==> config.mk <==
export PLATFORM = sky130hd
export DESIGN_NAME = signed_int64_to_decimal_digits_unit
export DESIGN_NICKNAME = d
export VERILOG_FILES = /design/src/hdl/si2dd_pkg.sv /design/src/hdl/signed_int64_to_decimal_digits_unit.sv
export SDC_FILE = /design/constraint.sdc
export NUM_CORES = 1
export LEC_CHECK = 0
export BUFFER_PORTS_ARGS = -buffer_cell sky130_fd_sc_hd__buf_2
export CAP_MARGIN = 20
export CORE_MARGIN = 5
export CORE_UTILIZATION = 55
export DETAILED_ROUTE_END_ITERATION = 10
export PLACE_DENSITY = 0.77
export SKIP_LAST_GASP = 1
export SYNTH_ARGS = -nofsm -noshare
export SYNTH_HDL_FRONTEND = slang
export SYNTH_SLANG_ARGS = --single-unit
==> constraint.sdc <==
create_clock -name clk -period 7.92 [get_ports clk]
set_input_delay 1.584 -clock clk [delete_from_list [all_inputs] [get_ports clk]]
set_output_delay 1.584 -clock clk [all_outputs]
set_load 0.01 [all_outputs]
==> src/hdl/si2dd_pkg.sv <==
// Shared types and constants for the signed 64-bit to decimal digit unit.
package si2dd_pkg;

    localparam int VALUE_W    = 64;
    localparam int NUM_DIGITS = 19;
    localparam int BCD_W      = 4 * NUM_DIGITS;
    localparam int BIT_CNT_W  = $clog2(VALUE_W);
    localparam int DIG_CNT_W  = $clog2(NUM_DIGITS + 1);

    localparam logic [5:0] ASCII_ZERO = 6'd48;
    localparam logic [5:0] ASCII_NINE = 6'd57;

    typedef enum logic [3:0] {
        S_IDLE = 4'b0001,
        S_CONV = 4'b0010,
        S_SKIP = 4'b0100,
        S_EMIT = 4'b1000
    } state_t;

endpackage

==> src/hdl/signed_int64_to_decimal_digits_unit.sv <==
// Signed 64-bit integer to ASCII decimal digit stream, bit-serial double dabble.
// A word is taken in idle, then 64 shift steps move the magnitude into BCD.
// Leading zero digits are then dropped one per cycle, and the skip state hands over to output.
// Digits leave one per cycle while the output is not stalled.
// A new word is taken only in idle, once the last digit of the previous one has been issued.
// Reset clears the control state and the output valid; data registers are not reset.
module signed_int64_to_decimal_digits_unit
    import si2dd_pkg::*;
(
    input  logic                      clk,
    input  logic                      rst_n,
    input  logic                      in_valid,
    output logic                      in_ready,
    input  logic signed [VALUE_W-1:0] value,
    output logic                      out_valid,
    input  logic                      out_ready,
    output logic [5:0]                digit_char,
    output logic                      negative,
    output logic                      last_digit
);

    state_t                 state_reg, state_next;
    logic [VALUE_W-1:0]     mag_reg, mag_next;
    logic [BCD_W-1:0]       bcd_reg, bcd_next;
    logic [BIT_CNT_W-1:0]   bit_cnt_reg, bit_cnt_next;
    logic [DIG_CNT_W-1:0]   dig_cnt_reg, dig_cnt_next;
    logic                   neg_reg, neg_next;
    logic                   out_valid_reg, out_valid_next;
    logic [5:0]             digit_char_reg, digit_char_next;
    logic                   negative_reg, negative_next;
    logic                   last_digit_reg, last_digit_next;
    logic [BCD_W-1:0]       bcd_adj;
    logic [3:0]             top_digit;
    logic                   out_free;

    assign in_ready   = (state_reg == S_IDLE);
    assign out_valid  = out_valid_reg;
    assign digit_char = digit_char_reg;
    assign negative   = negative_reg;
    assign last_digit = last_digit_reg;
    assign top_digit  = bcd_reg[BCD_W-1 -: 4];
    assign out_free   = !out_valid_reg || out_ready;

    always_comb
    begin
        for (int i = 0; i < NUM_DIGITS; i++)
        begin
            if (bcd_reg[4*i +: 4] >= 4'd5)
                bcd_adj[4*i +: 4] = bcd_reg[4*i +: 4] + 4'd3;
            else
                bcd_adj[4*i +: 4] = bcd_reg[4*i +: 4];
        end
    end

    always_comb
    begin
        state_next      = state_reg;
        mag_next        = mag_reg;
        bcd_next        = bcd_reg;
        bit_cnt_next    = bit_cnt_reg;
        dig_cnt_next    = dig_cnt_reg;
        neg_next        = neg_reg;
        out_valid_next  = out_valid_reg && !out_ready;
        digit_char_next = digit_char_reg;
        negative_next   = negative_reg;
        last_digit_next = last_digit_reg;

        unique case (state_reg)
            S_IDLE:
            begin
                if (in_valid)
                begin
                    neg_next     = value[VALUE_W-1];
                    mag_next     = value[VALUE_W-1] ? (~value + 1'b1) : value;
                    bcd_next     = '0;
                    bit_cnt_next = '0;
                    state_next   = S_CONV;
                end
            end
            S_CONV:
            begin
                bcd_next     = {bcd_adj[BCD_W-2:0], mag_reg[VALUE_W-1]};
                mag_next     = {mag_reg[VALUE_W-2:0], 1'b0};
                bit_cnt_next = bit_cnt_reg + 1'b1;
                if (bit_cnt_reg == BIT_CNT_W'(VALUE_W - 1))
                begin
                    dig_cnt_next = DIG_CNT_W'(NUM_DIGITS);
                    state_next   = S_SKIP;
                end
            end
            S_SKIP:
            begin
                if (top_digit == 4'd0 && dig_cnt_reg > DIG_CNT_W'(1))
                begin
                    bcd_next     = {bcd_reg[BCD_W-5:0], 4'd0};
                    dig_cnt_next = dig_cnt_reg - 1'b1;
                end
                else
                    state_next = S_EMIT;
            end
            S_EMIT:
            begin
                if (out_free)
                begin
                    out_valid_next  = 1'b1;
                    digit_char_next = ASCII_ZERO + {2'b00, top_digit};
                    negative_next   = neg_reg;
                    last_digit_next = (dig_cnt_reg == DIG_CNT_W'(1));
                    bcd_next        = {bcd_reg[BCD_W-5:0], 4'd0};
                    dig_cnt_next    = dig_cnt_reg - 1'b1;
                    if (dig_cnt_reg == DIG_CNT_W'(1))
                        state_next = S_IDLE;
                end
            end
            default:
                state_next = S_IDLE;
        endcase
    end

    always_ff @(posedge clk or negedge rst_n)
    begin
        if (!rst_n)
        begin
            state_reg     <= S_IDLE;
            out_valid_reg <= 1'b0;
            bit_cnt_reg   <= '0;
            dig_cnt_reg   <= '0;
        end
        else
        begin
            state_reg     <= state_next;
            out_valid_reg <= out_valid_next;
            bit_cnt_reg   <= bit_cnt_next;
            dig_cnt_reg   <= dig_cnt_next;
        end
    end

    always_ff @(posedge clk)
    begin
        mag_reg        <= mag_next;
        bcd_reg        <= bcd_next;
        neg_reg        <= neg_next;
        digit_char_reg <= digit_char_next;
        negative_reg   <= negative_next;
        last_digit_reg <= last_digit_next;
    end

`ifndef ASSERT_OFF
    a_emit_count: assert property (@(posedge clk) disable iff (!rst_n)
        (state_reg == S_EMIT || state_reg == S_SKIP) |-> (dig_cnt_reg != '0))
        else $error("digit count empty while digits remain");

    a_digit_range: assert property (@(posedge clk) disable iff (!rst_n)
        out_valid |-> (digit_char >= ASCII_ZERO && digit_char <= ASCII_NINE))
        else $error("digit outside ASCII decimal range");

    a_conv_done: assert property (@(posedge clk) disable iff (!rst_n)
        (state_reg == S_CONV && bit_cnt_reg == BIT_CNT_W'(VALUE_W - 1)) |=>
        (state_reg == S_SKIP && dig_cnt_reg == DIG_CNT_W'(NUM_DIGITS)))
        else $error("conversion did not hand over to digit skip");

    a_last_ends: assert property (@(posedge clk) disable iff (!rst_n)
        (state_reg == S_EMIT && out_free && dig_cnt_reg == DIG_CNT_W'(1)) |=>
        (state_reg == S_IDLE && out_valid && last_digit))
        else $error("last digit not flagged at end of run");
`endif

endmodule

* After elaboration in Yosys (flattened, before gate mapping)
Cells that the tools add are included.
** Operators by class
- Add/sub/neg operators :: 23
- $lt $le $gt $ge :: 20
- Equal/unequal tests :: 12
- Mux-type cells :: 40
- Bitwise logic cells :: 1
- Reductions and logical operators :: 15
** Operator list (count)
- $pmux W76 S4 :: 1
- $mux W76 :: 3
- $mux W64 :: 2
- $pmux W64 S2 :: 1
- $mux W4 :: 23
- $ge A4 B3 Y1 const B :: 19
- $add A4 B2 Y4 const B :: 18
- $add A64 B1 Y64 const B :: 1
- $not A64 Y64 :: 1
- $pmux W4 S4 :: 1
- $mux W5 :: 3
- $pmux W5 S3 :: 1
- $ne A2 B2 Y1 const B :: 6
- $pmux W6 S2 :: 1
- $reduce_and A4 Y1 :: 2
- $add A5 B5 Y6 const A :: 1
- $add A6 B1 Y6 const B :: 1
- $eq A6 B6 Y1 const B :: 1
- $mux W6 :: 1
- $reduce_and A2 Y1 :: 3
- $eq A5 B1 Y1 const B :: 1
- $gt A5 B1 Y1 const B :: 1
- $reduce_and A5 Y1 :: 1
- $sub A5 B1 Y5 const B :: 1
- other kinds (14) :: 17
** Word-level totals
- Register bits :: 165
- Bits of input ports :: 68
- Output and inout bits :: 10
- Logic and storage cells :: 121

* Depth between registers and ports, before layout
- Word-level depth :: 5
- Mapped depth :: 9
- Depth with buffers taken out :: 8

* Worst setup path after synthesis
No wires, ideal clock.
- Path kind :: input -> register
- Start point :: input port in_valid
- End point :: register bcd_reg[0] (enable)
- Setup time :: 624 ps
- Arrival time :: 7450 ps
- Path slack :: -154 ps
- Cell stages on the path :: 4
- Buffers on the path :: 0
- Cells stage by stage :: nand2_1 -> inv_1 -> nor2_1 -> a211oi_1
** Between the ends
- Cells in the longest elaborated chain, start to end :: 2
** Ends and longest elaborated chain
- start, declared :: line signed_int64_to_decimal_digits_unit.sv:12 : input logic in_valid,
- $ne A2 B2 Y1 (no line)
- $reduce_and A4 Y1 (no line)
- end signal, assigned :: line signed_int64_to_decimal_digits_unit.sv:141 : bcd_reg <= bcd_next;
- end, declared :: line signed_int64_to_decimal_digits_unit.sv:24 : logic [BCD_W-1:0] bcd_reg, bcd_next;
No other way between the ends.
A chain may end at the register's enable or synchronous reset.

* Worst setup path in the final report
- Start point :: input port value[0]
- End point :: register mag_reg[52], data pin
** Between the ends
- Cells in the longest elaborated chain, start to end :: 5
** Ends and longest elaborated chain
- start, declared :: line signed_int64_to_decimal_digits_unit.sv:14 : input logic signed [VALUE_W-1:0] value,
- $not A64 Y64 :: line signed_int64_to_decimal_digits_unit.sv:74 : mag_next = value[VALUE_W-1] ? (~value + 1'b1) : value;
- $add A64 B1 Y64 :: line signed_int64_to_decimal_digits_unit.sv:74
- $mux W64 :: line signed_int64_to_decimal_digits_unit.sv:74
- $mux W64 :: line signed_int64_to_decimal_digits_unit.sv:71 : if (in_valid)
- $pmux W64 S2 :: line signed_int64_to_decimal_digits_unit.sv:68 : unique case (state_reg)
- via mag_next[52] :: line signed_int64_to_decimal_digits_unit.sv:23 : logic [VALUE_W-1:0] mag_reg, mag_next;
- end signal, assigned :: line signed_int64_to_decimal_digits_unit.sv:140 : mag_reg <= mag_next;
- end, declared :: line signed_int64_to_decimal_digits_unit.sv:23
The timed path passes the listed nets, and every way through them passes these cells. The select of a mux whose other input is x is not followed.

==> results_dict.tcl <==
set metrics [dict create \
    rows 49 \
    path_cells "buf_2 -> inv_1 -> ha_1 -> or3b_1 -> nor3_1 -> nand4b_1 -> o21ai_0 -> xor2_1 -> a21oi_1" \
    clk_latency_ns 0.42 \
    post_cts_resize_count 0 \
    end_kind "flop" \
    maxCapViolCount 0 \
    synth_edf_count 147 \
    grt_pass1_wl_um 34700 \
    place_hpwl_um 13800 \
    grt_use_met1 0.264 \
    fin_worst_skew_ns 0.00752 \
    synth_top_area_frac 0.439 \
    met2_usage 0.318 \
    cts_max_level 4 \
    clock-root-buffer "clkbuf_16" \
    yosys_warnings 0 \
    dr.pass1.iters 5 \
    antennaDiodeCount 0 \
    area_delta_synth_final_pct 11.0 \
    crit_type "in2reg" \
    final.setup.tns_ns 0 \
    fin_crit_ns 3.71 \
    grt_setup_unrepaired "no" \
    cp_max_fo 6 \
    fin_hold_ws_ns 0.468 \
    yosysSeqAreaShare 0.479 \
    setup_slack_ns 4.21 \
    synth_cell_types 66 \
    avgSynthCellArea_um2 9.94 \
    drcViolationCount 0 \
    outcome "completed" \
    synth_area_mm2 0.0101 \
    setup_violations 0 \
    hold_viol 0 \
    path_buf_inv 2 \
    p_per_area_mw_per_mm2 379 \
    postCtsHoldBufs 0 \
    fp.dieArea_mm2 0.0211 \
    final_util 0.621 \
    yosysTopAreaCell "edfxtp_1" \
    grt_max_degree 102 \
    worst_pin_slew_ns 0.999 \
    coreArea_mm2 0.0180 \
    max_stage_delay_ns 0.50 \
    via_count 7654 \
    die_width_um 145 \
    synthTopCellsByCount "edfxtp_1, o21ai_0, nand2_1" \
    largest_reg_flops 76 \
    clk_path_buf_depth 2 \
    grt_pass1_vias 7161 \
    netlist_top_cells_area "edfxtp_1, o21ai_0, xor2_1, ha_1, nand2_1" \
    vias_per_cell 5.86 \
    ys_ff_latch 163 \
    maxSlewViolCount 0 \
    vdd_ir_drop_max_mv 0.253 \
    clk_pin_slew_ns 0.06 \
    hold_class "reg2reg" \
    wl_per_cell_um 15.9 \
    wl_um 20800 \
    critPathTopFamily "simple AND/OR/NAND/NOR gates" \
    antenna_found_initial 0 \
    first_iter_violations 647 \
    crit_path_start_kind "primary input" \
    cts_tree "yes" \
    fin_nets 1175 \
    grt-ovfl-total 0 \
    initial_core_util 0.560 \
    pre_cts_ws_ns 3.81 \
    finalCritPeriodShare 0.469 \
    slowest_stage "or3b_1" \
    numCtsBuffers 17 \
    port_buffers 75 \
    fmax_ghz 0.269 \
    ioPinCount 78 \
    postCtsSetupRepairBufs 0 \
    arrival_ns 3.85 \
    ant_nets 0 \
    grt_use_total 0.194 \
    gp_congestion 0.859 \
    p_leak_uw 0.00405 \
    fp.dieH_um 145 \
    crit_required_ns 8.06 \
    grt.met3_usage 0.0421 \
    synthFlopType "edfxtp_1" \
    slew-limit-headroom 0.334 \
    yosysMostFrequentCell "edfxtp_1" \
    grt.busiest_layer "met2" \
    clock-sinks 163 \
    synthesis.instances 1011 \
    drive_above_1_share 0.135 \
    async_reset_ff_frac 0.0982 \
]
[logic make-up after synthesis]
kind of cell             after synthesis  synth area share
flip-flops                           163             0.479
buffers and inverters                 95            0.0413
adder cells (fa/ha/maj)               42            0.0523
XOR/XNOR                              87            0.0758
AO/OA/AOI/OAI                        304             0.180
multiplexers                           2           0.00199
other                                  1          0.000373
AND/OR/NAND/NOR                      317             0.169
[placed cells by master, fill, tap and decap left out, types with 5 or more instances in the layout]
| master | n |
|---|---|
| nor3_1 | 8 |
| nand4_1 | 5 |
| or3_1 | 16 |
| dfrtp_1 | 15 |
| clkbuf_16 | 17 |
| nand3b_1 | 6 |
| xnor2_1 | 20 |
| a21oi_1 | 84 |
| nor3b_1 | 29 |
| nand2_1 | 114 |
| o31ai_1 | 22 |
| or4_1 | 10 |
| o41ai_2 | 7 |
| o21ai_0 | 129 |
| o41ai_1 | 7 |
| nor4_1 | 6 |
| inv_1 | 46 |
| buf_4 | 7 |
| nand3_1 | 6 |
| nor2b_1 | 8 |
| nand2b_1 | 22 |
| edfxtp_1 | 147 |
| o32ai_1 | 9 |
| clkbuf_8 | 5 |
| xor2_1 | 67 |
| ha_1 | 42 |
| o22ai_1 | 23 |
| nor2_1 | 58 |
| buf_2 | 75 |
[per-stage QoR]
step,total power (uW),std cells,instance area (um2)
global placement,3330,1275,10600
detailed placement,3400,1275,10600
finish,4230,1307,11200
CTS,4250,1307,11200
floorplan,3010,1012,10100
global route,4550,1307,11200
[layer usage]
layer | up-vias | share of wire
li1 | 3809 | -
met1 | 3627 | 0.45
met2 | 195 | 0.49
met3 | 23 | 0.051
met4 | 0 | 0.015
met5 | - | 0
[cell type report]
type                            instances  area [um2]
Sequential cell                       163        4820
Tap cell                              229         287
Inverter                               47         176
Clock buffer                           24         502
Clock inverter                          8        98.8
Fill cell                            1493        6810
Multi-Input combinational cell        754        4850
Timing Repair Buffer                   82         428
[report_power, final]
group / internal [uW] / switching (uW)
logic: 578 / 996
clock network: 505 / 329
registers: 1550 / 271
total: 2630 / 1600
[path summary, 6_finish.rpt]
| path | from | to | slack (ns) | depth (start not counted) |
|---|---|---|---|---|
| worst min register to register | neg_reg$_DFFE_PP_ | negative$_DFFE_PP_ | 0.47 | 0 |
| min in group asynchronous | rst_n | state_reg[2]$_DFFE_PN0P_ | 1.07 | 1 |
| worst max-delay path | value[0] | mag_reg[52]$_DFFE_PP_ | 4.21 | 9 |
| worst max register to register | state_reg[2]$_DFFE_PN0P_ | bcd_reg[60]$_DFFE_PP_ | 4.58 | 5 |
| worst min-delay path | neg_reg$_DFFE_PP_ | negative$_DFFE_PP_ | 0.47 | 0 |
| max in group asynchronous | rst_n | state_reg[0]$_DFFE_PN1P_ | 6.53 | 1 |
Note: power is estimated with default switching activity, not from simulation.
